## config.mk

```make
export PLATFORM = sky130hd
export DESIGN_NAME = sgi_rle_scanline_decoder
export DESIGN_NICKNAME = d
export VERILOG_FILES = /design/src/hdl/rsd_pkg.sv /design/src/hdl/sgi_rle_scanline_decoder.sv /design/src/hdl/rsd_fifo.sv /design/src/hdl/rsd_front.sv /design/src/hdl/rsd_back.sv
export SDC_FILE = /design/constraint.sdc
export NUM_CORES = 1
export LEC_CHECK = 0
export BUFFER_PORTS_ARGS = -buffer_cell sky130_fd_sc_hd__buf_2
export CAP_MARGIN = 10
export CORE_MARGIN = 2
export CORE_UTILIZATION = 53
export CTS_CLUSTER_SIZE = 10
export DETAILED_ROUTE_END_ITERATION = 8
export PLACE_DENSITY = 0.72
export SYNTH_ARGS = -nofsm -noshare
export SYNTH_HDL_FRONTEND = slang
export SYNTH_HIERARCHICAL = 1
export SYNTH_SLANG_ARGS = --single-unit
export TNS_END_PERCENT = 100
```

## constraint.sdc

```tcl
create_clock -name clk_i -period 13.8 [get_ports clk_i]
set_input_delay 0.69 -clock clk_i [delete_from_list [all_inputs] [get_ports clk_i]]
set_output_delay 0.69 -clock clk_i [all_outputs]
set_load 0.05 [all_outputs]
```

## src/hdl/rsd_pkg.sv

```systemverilog
`default_nettype none

package rsd_pkg;

  // Decoder phase: what the next compressed element means
  typedef enum logic [1:0] {
    PH_HEADER = 2'd0,
    PH_RUN    = 2'd1,
    PH_LIT    = 2'd2
  } rsd_phase_e;

  // Result status codes
  localparam logic [1:0] ST_OK      = 2'd0;
  localparam logic [1:0] ST_SHORT   = 2'd1;
  localparam logic [1:0] ST_OVERRUN = 2'd2;

  // Input command codes
  localparam logic CMD_START   = 1'b0;
  localparam logic CMD_ELEMENT = 1'b1;

  // Configuration register indexes
  localparam logic [1:0] CFG_ELEMENT_BYTES = 2'd0;
  localparam logic [1:0] CFG_SWAP_BYTES    = 2'd1;
  localparam logic [1:0] CFG_LINE_WIDTH    = 2'd2;

  // element_bytes value that selects 16-bit elements
  localparam logic [1:0] BYTES_WIDE = 2'd2;

  // Header fields
  localparam logic [6:0] COUNT_MASK = 7'h7f;
  localparam int unsigned LIT_FLAG_BIT = 7;

  // Per-result control fields carried through the queue
  typedef struct packed {
    logic [6:0] repeat_count;
    logic       line_done;
    logic [1:0] status;
  } rsd_meta_t;

endpackage

`default_nettype wire

```

## src/hdl/sgi_rle_scanline_decoder.sv

```systemverilog
// out_valid rises once a result has passed through the queue and the output register.
// Throughput: one element per cycle while the queue is not full; the front
// parser updates its line state on each transfer, and a two-entry queue feeds
// the output register. Input ready drops only while the queue is full.
// Reset (asynchronous, active low): no line open, registers at
// element_bytes 1, swap_bytes 0, line_width 1, queue and output empty.
`default_nettype none

module sgi_rle_scanline_decoder #(
  parameter int unsigned ELEMENT_BITS = 16
) (
  input  wire logic        clk_i,
  input  wire logic        rst_ni,
  // configuration writes
  input  wire logic        cfg_valid_i,
  output logic             cfg_ready_o,
  input  wire logic [1:0]  cfg_index_i,
  input  wire logic [15:0] cfg_data_i,
  // compressed elements
  input  wire logic        in_valid_i,
  output logic             in_ready_o,
  input  wire logic        cmd_i,
  input  wire logic [15:0] element_i,
  input  wire logic        data_end_i,
  // decoded results
  output logic             out_valid_o,
  input  wire logic        out_ready_i,
  output logic [15:0]      pixel_value_o,
  output logic [6:0]       repeat_count_o,
  output logic             line_done_o,
  output logic [1:0]       status_o
);

  import rsd_pkg::*;

  localparam int unsigned MetaW  = $bits(rsd_meta_t);
  localparam int unsigned EntryW = ELEMENT_BITS + MetaW;

  logic [1:0]  elem_bytes_q;
  logic        swap_q;
  logic [15:0] line_width_q;
  logic        wide;

  logic                    accept;
  logic                    push;
  logic [ELEMENT_BITS-1:0] f_value;
  rsd_meta_t               f_meta;
  logic                    q_full;
  logic                    q_valid;
  logic                    q_pop;
  logic [EntryW-1:0]       q_wdata;
  logic [EntryW-1:0]       q_rdata;
  rsd_meta_t               q_meta;

  // configuration registers
  assign cfg_ready_o = 1'b1;

  always_ff @(posedge clk_i or negedge rst_ni) begin
    if (!rst_ni) begin
      elem_bytes_q <= 2'd1;
      swap_q       <= 1'b0;
      line_width_q <= 16'd1;
    end else if (cfg_valid_i && cfg_ready_o) begin
      unique case (cfg_index_i)
        CFG_ELEMENT_BYTES: elem_bytes_q <= cfg_data_i[1:0];
        CFG_SWAP_BYTES:    swap_q       <= cfg_data_i[0];
        CFG_LINE_WIDTH:    line_width_q <= cfg_data_i;
        default: ;
      endcase
    end
  end

  assign wide       = (elem_bytes_q == BYTES_WIDE);
  assign in_ready_o = !q_full;
  assign accept     = in_valid_i && in_ready_o;

  rsd_front #(
    .ELEMENT_BITS(ELEMENT_BITS)
  ) u_front (
    .clk_i       (clk_i),
    .rst_ni      (rst_ni),
    .accept_i    (accept),
    .cmd_i       (cmd_i),
    .element_i   (element_i),
    .data_end_i  (data_end_i),
    .wide_i      (wide),
    .line_width_i(line_width_q),
    .push_o      (push),
    .value_o     (f_value),
    .meta_o      (f_meta)
  );

  assign q_wdata = {f_value, f_meta};

  rsd_fifo #(
    .WIDTH(EntryW),
    .DEPTH(2)
  ) u_queue (
    .clk_i  (clk_i),
    .rst_ni (rst_ni),
    .push_i (push),
    .data_i (q_wdata),
    .full_o (q_full),
    .pop_i  (q_pop),
    .valid_o(q_valid),
    .data_o (q_rdata)
  );

  assign q_meta = q_rdata[MetaW-1:0];

  rsd_back #(
    .ELEMENT_BITS(ELEMENT_BITS)
  ) u_back (
    .clk_i         (clk_i),
    .rst_ni        (rst_ni),
    .q_valid_i     (q_valid),
    .q_value_i     (q_rdata[EntryW-1:MetaW]),
    .q_meta_i      (q_meta),
    .q_pop_o       (q_pop),
    .swap_i        (wide && swap_q),
    .out_valid_o   (out_valid_o),
    .out_ready_i   (out_ready_i),
    .pixel_value_o (pixel_value_o),
    .repeat_count_o(repeat_count_o),
    .line_done_o   (line_done_o),
    .status_o      (status_o)
  );

endmodule

`default_nettype wire

```

## src/hdl/rsd_fifo.sv

```systemverilog
`default_nettype none

module rsd_fifo #(
  parameter int unsigned WIDTH = 8,
  parameter int unsigned DEPTH = 2
) (
  input  wire logic             clk_i,
  input  wire logic             rst_ni,
  input  wire logic             push_i,
  input  wire logic [WIDTH-1:0] data_i,
  output logic                  full_o,
  input  wire logic             pop_i,
  output logic                  valid_o,
  output logic [WIDTH-1:0]      data_o
);

  localparam int unsigned PtrW = (DEPTH > 1) ? $clog2(DEPTH) : 1;
  localparam int unsigned CntW = $clog2(DEPTH + 1);
  localparam logic [PtrW-1:0] LastPtr = PtrW'(DEPTH - 1);
  localparam logic [CntW-1:0] FullCnt = CntW'(DEPTH);

  logic [WIDTH-1:0] mem_q [DEPTH];
  logic [PtrW-1:0]  wr_ptr_q, wr_ptr_d;
  logic [PtrW-1:0]  rd_ptr_q, rd_ptr_d;
  logic [CntW-1:0]  count_q, count_d;
  logic             do_push, do_pop;

  assign full_o  = (count_q == FullCnt);
  assign valid_o = (count_q != '0);
  assign data_o  = mem_q[rd_ptr_q];

  assign do_push = push_i && !full_o;
  assign do_pop  = pop_i && valid_o;

  // pointer and fill count update
  always_comb begin
    wr_ptr_d = wr_ptr_q;
    rd_ptr_d = rd_ptr_q;
    count_d  = count_q;
    if (do_push) begin
      wr_ptr_d = (wr_ptr_q == LastPtr) ? '0 : wr_ptr_q + PtrW'(1);
    end
    if (do_pop) begin
      rd_ptr_d = (rd_ptr_q == LastPtr) ? '0 : rd_ptr_q + PtrW'(1);
    end
    if (do_push && !do_pop) begin
      count_d = count_q + CntW'(1);
    end else if (do_pop && !do_push) begin
      count_d = count_q - CntW'(1);
    end
  end

  always_ff @(posedge clk_i or negedge rst_ni) begin
    if (!rst_ni) begin
      wr_ptr_q <= '0;
      rd_ptr_q <= '0;
      count_q  <= '0;
    end else begin
      wr_ptr_q <= wr_ptr_d;
      rd_ptr_q <= rd_ptr_d;
      count_q  <= count_d;
    end
  end

  // entry storage, no reset
  always_ff @(posedge clk_i) begin
    if (do_push) begin
      mem_q[wr_ptr_q] <= data_i;
    end
  end

endmodule

`default_nettype wire

```

## src/hdl/rsd_front.sv

```systemverilog
`default_nettype none

module rsd_front #(
  parameter int unsigned ELEMENT_BITS = 16
) (
  input  wire logic                    clk_i,
  input  wire logic                    rst_ni,
  input  wire logic                    accept_i,
  input  wire logic                    cmd_i,
  input  wire logic [15:0]             element_i,
  input  wire logic                    data_end_i,
  input  wire logic                    wide_i,
  input  wire logic [15:0]             line_width_i,
  output logic                         push_o,
  output logic [ELEMENT_BITS-1:0]      value_o,
  output rsd_pkg::rsd_meta_t           meta_o
);

  import rsd_pkg::*;

  localparam logic [ELEMENT_BITS-1:0] ByteMask = ELEMENT_BITS'(8'hff);

  rsd_phase_e        phase_q, phase_d;
  logic [6:0]        pend_q, pend_d;
  logic [15:0]       pw_q, pw_d;
  logic              closed_q, closed_d;

  logic [ELEMENT_BITS-1:0] elem_m;
  logic [6:0]        hdr_count;
  logic              hdr_lit;
  logic [15:0]       remaining;
  logic [6:0]        rep;
  logic [16:0]       pw_sum;
  logic [6:0]        pend_dec;
  logic              line_full;
  logic              live;

  // element masked to the active element size
  assign elem_m    = wide_i ? element_i[ELEMENT_BITS-1:0]
                            : (element_i[ELEMENT_BITS-1:0] & ByteMask);
  assign hdr_count = elem_m[6:0] & COUNT_MASK;
  assign hdr_lit   = elem_m[LIT_FLAG_BIT];
  assign remaining = (line_width_i > pw_q) ? (line_width_i - pw_q) : 16'd0;
  assign pend_dec  = (pend_q != 7'd0) ? (pend_q - 7'd1) : 7'd0;
  assign live      = accept_i && (cmd_i == CMD_ELEMENT) && !closed_q;

  // repeat for a value element, clipped to what is left of the line
  always_comb begin
    if (phase_q == PH_LIT) begin
      rep = (remaining != 16'd0) ? 7'd1 : 7'd0;
    end else if ({9'd0, pend_q} > remaining) begin
      rep = remaining[6:0];
    end else begin
      rep = pend_q;
    end
  end

  assign pw_sum    = {1'b0, pw_q} + {10'd0, rep};
  assign line_full = (pw_sum >= {1'b0, line_width_i});

  // next phase
  always_comb begin
    phase_d = phase_q;
    if (accept_i && (cmd_i == CMD_START)) begin
      phase_d = PH_HEADER;
    end else if (live) begin
      unique case (phase_q)
        PH_RUN: phase_d = PH_HEADER;
        PH_LIT: phase_d = (pend_dec == 7'd0) ? PH_HEADER : PH_LIT;
        default: begin
          if (hdr_count == 7'd0) begin
            phase_d = PH_HEADER;
          end else begin
            phase_d = hdr_lit ? PH_LIT : PH_RUN;
          end
        end
      endcase
    end
  end

  // counters, line state and result
  always_comb begin
    pend_d   = pend_q;
    pw_d     = pw_q;
    closed_d = closed_q;
    push_o   = 1'b0;
    value_o  = '0;
    meta_o   = '0;
    if (accept_i && (cmd_i == CMD_START)) begin
      pend_d   = 7'd0;
      pw_d     = 16'd0;
      closed_d = 1'b0;
    end else if (live) begin
      unique case (phase_q)
        PH_RUN: begin
          push_o              = 1'b1;
          value_o             = elem_m;
          meta_o.repeat_count = rep;
          meta_o.status       = ST_OK;
          if ({9'd0, pend_q} > remaining) begin
            meta_o.status    = ST_OVERRUN;
            meta_o.line_done = 1'b1;
          end
          pw_d   = pw_sum[15:0];
          pend_d = 7'd0;
          if (line_full) begin
            meta_o.line_done = 1'b1;
          end else if (data_end_i) begin
            meta_o.line_done = 1'b1;
            meta_o.status    = ST_SHORT;
          end
        end
        PH_LIT: begin
          push_o              = 1'b1;
          value_o             = elem_m;
          meta_o.repeat_count = rep;
          meta_o.status       = (rep != 7'd0) ? ST_OK : ST_OVERRUN;
          meta_o.line_done    = (rep == 7'd0);
          pw_d   = pw_sum[15:0];
          pend_d = pend_dec;
          if (line_full) begin
            meta_o.line_done = 1'b1;
            if (pend_dec != 7'd0) begin
              meta_o.status = ST_OVERRUN;
            end
          end else if (data_end_i) begin
            meta_o.line_done = 1'b1;
            meta_o.status    = ST_SHORT;
          end
        end
        default: begin
          // header: zero count ends the line, data_end means data is missing
          pend_d = hdr_count;
          if (hdr_count == 7'd0) begin
            push_o           = 1'b1;
            meta_o.line_done = 1'b1;
            meta_o.status    = ST_OK;
          end else if (data_end_i) begin
            push_o           = 1'b1;
            meta_o.line_done = 1'b1;
            meta_o.status    = ST_SHORT;
          end
        end
      endcase
      if (push_o && meta_o.line_done) begin
        closed_d = 1'b1;
      end
    end
  end

  always_ff @(posedge clk_i or negedge rst_ni) begin
    if (!rst_ni) begin
      phase_q  <= PH_HEADER;
      pend_q   <= 7'd0;
      pw_q     <= 16'd0;
      closed_q <= 1'b1;
    end else begin
      phase_q  <= phase_d;
      pend_q   <= pend_d;
      pw_q     <= pw_d;
      closed_q <= closed_d;
    end
  end

endmodule

`default_nettype wire

```

## src/hdl/rsd_back.sv

```systemverilog
`default_nettype none

module rsd_back #(
  parameter int unsigned ELEMENT_BITS = 16
) (
  input  wire logic                    clk_i,
  input  wire logic                    rst_ni,
  input  wire logic                    q_valid_i,
  input  wire logic [ELEMENT_BITS-1:0] q_value_i,
  input  wire rsd_pkg::rsd_meta_t      q_meta_i,
  output logic                         q_pop_o,
  input  wire logic                    swap_i,
  output logic                         out_valid_o,
  input  wire logic                    out_ready_i,
  output logic [15:0]                  pixel_value_o,
  output logic [6:0]                   repeat_count_o,
  output logic                         line_done_o,
  output logic [1:0]                   status_o
);

  import rsd_pkg::*;

  logic        valid_q;
  logic [15:0] value_q;
  rsd_meta_t   meta_q;
  logic [15:0] value_ext;
  logic [15:0] value_d;

  // refill the output register when empty or being drained
  assign q_pop_o = q_valid_i && (!valid_q || out_ready_i);

  // widen and optionally swap bytes
  always_comb begin
    value_ext = '0;
    value_ext[ELEMENT_BITS-1:0] = q_value_i;
    value_d = swap_i ? {value_ext[7:0], value_ext[15:8]} : value_ext;
  end

  always_ff @(posedge clk_i or negedge rst_ni) begin
    if (!rst_ni) begin
      valid_q <= 1'b0;
    end else if (q_pop_o) begin
      valid_q <= 1'b1;
    end else if (out_ready_i) begin
      valid_q <= 1'b0;
    end
  end

  always_ff @(posedge clk_i) begin
    if (q_pop_o) begin
      value_q <= value_d;
      meta_q  <= q_meta_i;
    end
  end

  assign out_valid_o    = valid_q;
  assign pixel_value_o  = value_q;
  assign repeat_count_o = meta_q.repeat_count;
  assign line_done_o    = meta_q.line_done;
  assign status_o       = meta_q.status;

endmodule

`default_nettype wire

```

# After elaboration in Yosys (flattened, before gate mapping)
# Memory sizes are Yosys's and may differ from the RTL's.
# Index checks and enable logic that the tools add are counted.
# W data, S select, Z words.
dict set report word_totals {
  reg_bits 76
  latchBits 0
  mem_bits_rw 52
  mem_bits_ro 0
  out_inout_bits 29
  word_cells 126
  memories 1
}
dict set report classes {
  n_addsub 7
  n_mul 0
  div 0
  order_cmp 3
  eq_ne 6
  shift 0
  mux 56
  n_bitwise 1
  n_reduce_logical 37
}
# name depth width read_ports rd_ports_with_merged_regs write_ports line
set memory_table {}
lappend memory_table {u_queue.mem_q 2 26 1 0 1 rsd_fifo.sv:22} ;# logic [WIDTH-1:0] mem_q [DEPTH];
# cell n
set op_table {}
lappend op_table {{$mux W16} 9}
lappend op_table {{$mux W7} 6}
lappend op_table {{$mux W3} 8}
lappend op_table {{$logic_not A7 Y1} 3}
lappend op_table {{$reduce_bool A7 Y1} 3}
lappend op_table {{$mux W10} 2}
lappend op_table {{$mux W2} 10}
lappend op_table {{$mux W1} 18}
lappend op_table {{$add A16 B7 Y17} 1}
lappend op_table {{$ge A17 B16 Y1} 1}
lappend op_table {{$gt A16 B16 Y1} 1}
lappend op_table {{$gt A7 B16 Y1} 1}
lappend op_table {{$reduce_bool A16 Y1} 1}
lappend op_table {{$sub A16 B16 Y16} 1}
lappend op_table {{$pmux W7 S2} 1}
lappend op_table {{$reduce_bool A2 Y1} 6}
lappend op_table {{$logic_and A1 B1 Y1} 11}
lappend op_table {{$reduce_and A2 Y1} 5}
lappend op_table {{$eq A2 B2 Y1 const B} 4}
lappend op_table {{$sub A7 B1 Y7 const B} 1}
lappend op_table {{$pmux W3 S2} 1}
lappend op_table {{$logic_not A1 Y1} 5}
lappend op_table {{$eq A2 B1 Y1 const B} 2}
lappend op_table {{$pmux W2 S2} 1}
lappend op_table {{other kinds (7)} 8}

# Longest topological paths before layout
# Gate-level depths: netlist of the first run.
dict set report logic_depth {
  word_depth 16
  mapped_depth 40
  ltp_nobuf 38
}

# Cells and area by module
# The synthesis of the first run kept the hierarchy.
# mod instances cells_per_inst area_per_inst_um2 seq_area_each_um2
set by_module_without_submodules {}
lappend by_module_without_submodules {rsd_front 1 546 4111.4 651.9}
lappend by_module_without_submodules {rsd_fifo 1 100 2177.1 1661.6}
lappend by_module_without_submodules {rsd_back 1 48 1073.5 805.8}
lappend by_module_without_submodules {sgi_rle_scanline_decoder 1 48 809.5 478.0}

# Least setup slack after synthesis of the first run
# No wires, ideal clock.
dict set report synth_timing {
  kind {register to register}
  startpoint {reg u_front.pw_q[7]}
  endpoint {mem u_queue/mem_q[0][2] (netlist bit) (data pin)}
  arrival_time_ns 6.975
  t_required_ns 13.542
  slack_ns 6.568
  stages_incl_launch_ff 41
  synth_period_minus_slack_ns 7.232
  path_cell_list {dfrtp_1 clkbuf_1 inv_1 ha_1 buf_4 nand4_1 or2_1 a2bb2oi_1 o21bai_1 clkbuf_1 nand2_1 ha_1 nor2b_1 o211ai_1 a21oi_1 o31ai_1 a21o_1 a21o_4 (+5 left out) and3_1 or2_2 a311oi_2 nand2_1 a41oi_2 buf_6 nor2_1 xnor2_1 ha_1 nand4_1 nor4_1 nor4_1 o21ai_0 o2111ai_1 nand3_1 nor4_1 a21oi_1 o21a_1}
}
# element line
set synth_lines {}
lappend synth_lines {{start: declaration} rsd_front.sv:25} ;# logic [15:0] pw_q, pw_d;
lappend synth_lines {{start signal: assignment} rsd_front.sv:160} ;# pw_q <= pw_d;
lappend synth_lines {{end: declaration} rsd_fifo.sv:22}

==> flow_summary.toml, run 1 <==
[floorplanning]
row_count = 45
fp.dieW_um = 128
die_h_um = 128
initial_core_util_pct = 54.0
die_area_mm2 = 0.0164
io_pins = 70
core_mm2 = 0.0151

[yosys]
ys_seq_elements = 128
ys.flop_type = "edfxtp_1"
syn_area_per_cell_um2 = 11.0
syn-cell-area_mm2 = 0.00817
synth_edf_count = 78
async_reset_ff_share_pct = 39.1
ys_seq_area_share_pct = 44.0
syn_inst = 742
ys_types = 86
synth_nets = 834
synth_warnings = 6

[final_layout]
multiInputGateArea_mm2 = 0.00416
final_design_area_no_fill_mm2 = 0.00920
fillCellCount = 1243
layout_commonest_cell = "edfxtp_1"
diodes = 0
regArea_mm2 = 0.00360
area_growth_pct = 12.6
final_cell_mix = "edfxtp_1 (78), buf_2 (68), nand2_1 (53)"
final_nets = 894
drive_gt1_share_pct = 23.7
final_util_pct = 60.8

[critical_path]
cp_top_family = "compound AO/OA/AOI/OAI gates"
cp.required_ns = 14.06
cp_slowest_stage_delay_ns = 0.86
start_kind = "flop"
crit_top_cell = "ha_1"
cp_max_fo = 15
crit_type = "reg2reg"
critical_path_arrival_ns = 9.22
r2r_cells = 36
crit_slowest_cell = "o21bai_1"
endpoint_kind = "flop"
worstSetupPathDepth = 36
crit_buf_inv = 2

[clocking]
clock-sinks = 128
cts-htree-levels = 4
cts_buffers = 17
clockBufferDepth = 2
clk_pin_slew_ns = 0.06
clk_latency_ns = 0.42
cts_root_buffer = "clkbuf_16"
post-cts-setup-buffers = 0
cts.repair.resized = 0
cts_tree = "built"
postCtsHoldBufs = 0

[routing]
drt-initial-drc-count = 347
ant_nets = 0
wl_per_cell_um = 18.8
drcViolationCount = 0
vias = 5972
wl_um = 18800
via_per_inst = 5.95
drt_pass1_iterations = 6

[flow_run]
drv_cap = 0

[placement]
gp_congestion = 0.909
io_buffers = 68
hpwlAfterDp_um = 14000
place_area_mm2 = 0.00857

[pwr]
powerDensity_mw_per_mm2 = 230
p_leak_nw = 3.93
pwr-share-seq_pct = 27.9
ir_drop_v = 0.000110
p_comb_share_pct = 49.4
internal_power_mw = 1.22
p_sw_share_pct = 42.5
power.share.clock_pct = 22.7
switchingPower_uw = 899

[timing]
finClkSkew_ns = 0.0116
final-setup-viol-count = 0
slew_headroom_pct = 28.0
layout_min_cycle_time_ns = 8.96
hold_viol_final = 0
timing.final.crit_share_pct = 64.9
setup_tns_ns = 0
slew_violations = 0
max_freq_mhz = 112
rsz0062_at_grt = "no"
worst_slew_pin_slew_ns = 1.08

[global_route]
grt-ovfl-total = 0
grt_pass1_wl_um = 30700
track_usage_pct = 24.1
first_global_vias = 6080
grt_max_degree = 51
antenna_found_initial = 0

[hold_path]
hold_class = "in2async"

[run_status]
status = "finished clean"
synth_stat cells, drive strengths merged (5+ instances only):
| cell type | count | area, µm² |
|---|---|---|
| edfxtp | 78 | 2340 |
| mux2 | 64 | 871 |
| nand2 | 54 | 205 |
| ha | 49 | 613 |
| inv | 49 | 184 |
| dfrtp | 47 | 1180 |
| nor2 | 44 | 165 |
| a21oi | 34 | 174 |
| o21ai | 30 | 161 |
| nor3 | 26 | 135 |
| xnor2 | 22 | 193 |
| buf | 18 | 181 |
| clkbuf | 16 | 60.1 |
| a21o | 15 | 120 |
| and2 | 15 | 93.8 |
| and3 | 15 | 98.8 |
| nand2b | 13 | 81.3 |
| nand3 | 11 | 55.1 |
| nor2b | 10 | 62.6 |
| nor4 | 9 | 56.3 |
| o21a | 9 | 67.6 |
| a211oi | 8 | 60.1 |
| nand4 | 7 | 43.8 |
| o211ai | 7 | 57.6 |
| xor2 | 6 | 52.6 |
| a31oi | 5 | 31.3 |
| and4 | 5 | 46.3 |
logic make-up (layout without fill, tap and decap cells):
group	count (synthesis)	after routing	share of synthesized area [%]
compound gates	153	153	13.5
other cells	1	1	0.0459
mux	67	67	11.0
flops	128	128	44.0
fa+ha+maj	53	53	8.24
xor+xnor	28	28	3.00
buf+inv	83	156	5.21
simple gates	229	229	15.0
metrics by stage:
| stage | hold slack [ns] | worst slack (ns) | power, mW | std cells |
|---|---|---|---|---|
| 4_1_cts | 0.401 | 5.01 | 2.11 | 1003 |
| 3_5_place_dp | 0.493 | 5.05 | 1.62 | 971 |
| 3_3_place_gp | 0.477 | 5.38 | 1.60 | 971 |
| 6_report | 0.384 | 4.84 | 2.11 | 1003 |
| 5_1_grt | 0.432 | 4.10 | 2.25 | 1003 |
| 2_1_floorplan | 0.394 | 6.57 | 1.40 | 742 |
layout make-up:
class                      count  share of cell area, %
clock buffer                  18                   4.66
clock inverter                14                   2.23
inverter                      49                   2.00
multi-input combinational    531                   45.2
sequential                   128                   39.1
tap                          188                   2.56
timing repair buffer          75                   4.27
power by group through the flow:
stage / registers, mW / clock network (mW) / logic, mW
6_report: 0.590 / 0.481 / 1.04
5_1_grt: 0.602 / 0.504 / 1.14
4_1_cts: 0.591 / 0.488 / 1.04
3_5_place_dp: 0.597 / 0 / 1.03
3_3_place_gp: 0.593 / 0 / 1.01
2_1_floorplan: 0.683 / 0 / 0.718
final timing paths:
kind,startpoint,end,slack [ns]
worst max register to register,u_front/pw_q[7]$_DFFE_PN0P_,u_queue/mem_q[0][1]$_DFFE_PP_,4.84
min in group clk_i,element_i[7],u_front/phase_q[0]$_DFFE_PN0P_,0.50
worst max-delay path,u_front/pw_q[7]$_DFFE_PN0P_,u_queue/mem_q[0][1]$_DFFE_PP_,4.84
worst min-delay path,rst_ni,elem_bytes_q[1]$_DFFE_PN0P_,0.38
max in group asynchronous,rst_ni,line_width_q[4]$_DFFE_PN0P_,12.97
worst min register to register,u_queue/count_q[1]$_DFFE_PN0P_,u_queue/count_q[1]$_DFFE_PN0P_,0.50
layer usage:
metal | vias to the layer above | track usage [%] | part of all wire (%)
met1 | 2903 | 30.5 | 43
met4 | 0 | 8.14 | 1.8
li1 | 2857 | - | -
met3 | 34 | 4.38 | 4.5
met5 | - | 0 | 0
met2 | 178 | 41.6 | 50
registers in the layout, indices dropped and copies added, names as in the netlist, 7 cells and up:
name                   flops
u_queue/mem_q             52
u_front/pend_q             7
line_width_q              16
u_back/repeat_count_o      7
u_back/pixel_value_o      16
u_front/pw_q              16
worst reg2reg max path: cells and delay by family, from the launching register on:
kind,cells,cell delay [ns]
xor gates and xnor gates,1,0.16
DFF,1,0.57
adders and majority gates,4,1.39
buffers and inverters,2,0.23
AOI/OAI and AO/OA,15,3.96
and+or+nand+nor,14,2.52
(Power assumes the default switching activity.)
==> inputs of run 2 (changes only) <==
--- a/config.mk
+++ b/config.mk
@@ -5,13 +5,14 @@
 export SDC_FILE = /design/constraint.sdc
 export NUM_CORES = 1
 export LEC_CHECK = 0
+export ABC_AREA = 1
 export BUFFER_PORTS_ARGS = -buffer_cell sky130_fd_sc_hd__buf_2
 export CAP_MARGIN = 10
 export CORE_MARGIN = 2
 export CORE_UTILIZATION = 53
 export CTS_CLUSTER_SIZE = 10
 export DETAILED_ROUTE_END_ITERATION = 8
-export PLACE_DENSITY = 0.72
+export PLACE_DENSITY = 0.75
 export SYNTH_ARGS = -nofsm -noshare
 export SYNTH_HDL_FRONTEND = slang
 export SYNTH_HIERARCHICAL = 1
==> constraint.sdc (replaced) <==
create_clock -name clk_i -period 7.3 [get_ports clk_i]
set_input_delay 0.365 -clock clk_i [delete_from_list [all_inputs] [get_ports clk_i]]
set_output_delay 0.365 -clock clk_i [all_outputs]
set_load 0.05 [all_outputs]
==> run 2 against run 1 <==
Compared with the run above:
- utilization up 0.97 points
- cell area up 2.0%
- maximum frequency up 34%
- critical path type unchanged
- critical endpoint unchanged
- largest power group unchanged
==> flow_summary.toml, run 2 <==
[critical_path]
crit_slowest_cell = "dfstp_2"
cp_max_fo = 10
start_kind = "flop"
cp.required_ns = 7.45
endpoint_kind = "flop"
crit_buf_inv = 5
crit_type = "reg2reg"
crit_top_cell = "nand2_1"
cp_top_family = "simple AND/OR/NAND/NOR gates"
critical_path_arrival_ns = 6.83
cp_slowest_stage_delay_ns = 0.55

[final_layout]
largest-register = "u_queue/mem_q"
largest_reg_flops = 52
drive_gt1_share_pct = 17.5
multiInputGateArea_mm2 = 0.00389
diodes = 0
layout_commonest_cell = "nand2_1"
area_growth_pct = 13.8
final_cell_mix = "nand2_1 (311), inv_1 (153), edfxtp_1 (78)"
regArea_mm2 = 0.00360
fillCellCount = 1298
final_nets = 1189

[yosys]
ys_seq_area_share_pct = 43.6
yosys.area.top_type_share_pct = 28.4
synth_warnings = 6
synth_edf_count = 78
async_reset_ff_share_pct = 39.1
ys_types = 51
syn-cell-area_mm2 = 0.00825
synth_nets = 1116
yosysMostFrequentCell = "nand2_1"
synth_area_leader_cell = "edfxtp_1"
ys_seq_elements = 128
synth_common_cells = "nand2_1 (312), inv_1 (154), edfxtp_1 (78)"
syn_area_per_cell_um2 = 8.06
ys.flop_type = "edfxtp_1"
synth_area_leaders = "edfxtp_1 (28%), dfrtp_1 (14%), nand2_1 (14%), ha_1 (7.4%), inv_1 (7.0%)"
syn_inst = 1024

[timing]
slew_headroom_pct = 26.4
max_freq_mhz = 150
finClkSkew_ns = 0.00866
worst_slew_pin_slew_ns = 1.10
hold_viol_final = 0
timing.final.crit_share_pct = 91.6
slew_violations = 0
setup_tns_ns = 0
whs_ns = 0.0680
layout_min_cycle_time_ns = 6.68
final-setup-viol-count = 0
rsz0062_at_grt = "no"

[flow_run]
drv_cap = 0

[floorplanning]
core_mm2 = 0.0152
initial_core_util_pct = 54.3
die_area_mm2 = 0.0166
die_h_um = 129
io_pins = 70
row_count = 45
fp.dieW_um = 129

[global_route]
grt_pass1_wl_um = 31400
track_usage_pct = 24.2
grt-ovfl-total = 0
antenna_found_initial = 0
grt_max_degree = 51
first_global_vias = 6520

[pwr]
p_leak_nw = 4.66
total_power_mw = 4.11
powerDensity_mw_per_mm2 = 438
ir_drop_v = 0.000199

[routing]
vias = 6882
wl_um = 19200
ant_nets = 0
via_per_inst = 5.30
drcViolationCount = 0
drt_pass1_iterations = 6
wl_per_cell_um = 14.8
drt-initial-drc-count = 456

[clocking]
clockBufferDepth = 2
cts_tree = "built"
cts_buffers = 17
clk_latency_ns = 0.42
cts-htree-levels = 4
clock-sinks = 128
postCtsHoldBufs = 0
cts_root_buffer = "clkbuf_16"
clk_pin_slew_ns = 0.06

[placement]
gp_congestion = 0.989
hpwlAfterDp_um = 14400
io_buffers = 68

[hold_path]
hold_class = "in2async"

[run_status]
status = "finished clean"
## run 2: changes by cell type in the layout (fill, tap and decap cells not counted), sizes merged, moves of 10 or more
cell / delta
nand3: +51
nand4: +25
nor2b: -10
nor3: -18
inv: +112
mux2: -64
xnor2: -19
and3: -15
and2: -10
nor2: +37
a21o: -14
nand2: +289
nand2b: -12
o21ai: +18
## run 2: worst paths after layout
| path | startpoint | end | slack [ns] | cells past startpoint |
|---|---|---|---|---|
| max | line_width_q[0]$_DFFE_PN1P_ | u_queue/mem_q[0][1]$_DFFE_PP_ | 0.62 | 46 |
| min | rst_ni | u_front/pw_q[7]$_DFFE_PN0P_ | 0.07 | 2 |
| max reg2reg | line_width_q[0]$_DFFE_PN1P_ | u_queue/mem_q[0][1]$_DFFE_PP_ | 0.62 | 46 |
| min reg2reg | u_queue/count_q[1]$_DFFE_PN0P_ | u_queue/count_q[1]$_DFFE_PN0P_ | 0.48 | 2 |
| max in group asynchronous | rst_ni | u_front/pw_q[0]$_DFFE_PN0P_ | 6.81 | 2 |
| min in group clk_i | cfg_data_i[0] | elem_bytes_q[0]$_DFFE_PN1P_ | 0.20 | 3 |
## run 2: cell type report
class / count / area share (%)
clock buffer: 18 / 4.57
clock inverter: 14 / 2.17
timing repair buffer: 76 / 4.27
inverter: 164 / 6.65
sequential: 128 / 38.3
tap: 188 / 2.51
multi-input combinational: 710 / 41.5
## run 2: logic make-up after synthesis
family	synth area share (%)
XOR/XNOR	2.06
AND/OR/NAND/NOR	29.8
other	0.0455
adder cells (fa/ha/maj)	7.92
AO/OA/AOI/OAI	7.02
flip-flops	43.6
buffers and inverters	9.57
## run 2: report_power, final
group | internal (mW) | leakage (nW) | switching [mW] | total, mW
Sequential | 0.972 | 1.40 | 0.0851 | 1.06
Combinational | 0.654 | 2.96 | 1.50 | 2.15
Clock | 0.577 | 0.303 | 0.326 | 0.903
## run 2: per-layer routing
layer,global-route usage (%),vias up,share of wire (%)
met5,0,-,0
met4,9.34,0,2.3
met3,4.07,39,4.8
met2,41.7,218,49
met1,30.6,3165,44
li1,-,3460,-
## run 2: repair_timing
| item | CTS | global route |
|---|---|---|
| setup endpoints to repair | 0 | 7 |
| buffers inserted | 0 | 1 |
| endpoints found under the hold margin | 0 | 0 |
| resized for setup | 0 | 9 |
## run 2: per-stage QoR
step | util, % | std cells | cell area, µm² | worst slack [ns]
after floorplan | - | 1024 | 8250 | 1.21
after global placement | 57.4 | 1265 | 8720 | 0.688
after detailed placement | 57.4 | 1265 | 8720 | 0.415
after CTS | 61.5 | 1297 | 9360 | 0.370
after global routing | 61.7 | 1298 | 9380 | 0.0253
final | 61.7 | 1298 | 9380 | 0.616
## run 2: worst register-to-register path, delay by kind of cell (launching register included)
family | cells | cell delay (ns)
simple gates | 26 | 2.42
compound gates | 8 | 1.24
fa+ha+maj | 6 | 1.61
xor+xnor | 1 | 0.25
buf+inv | 5 | 0.36
flops | 1 | 0.55
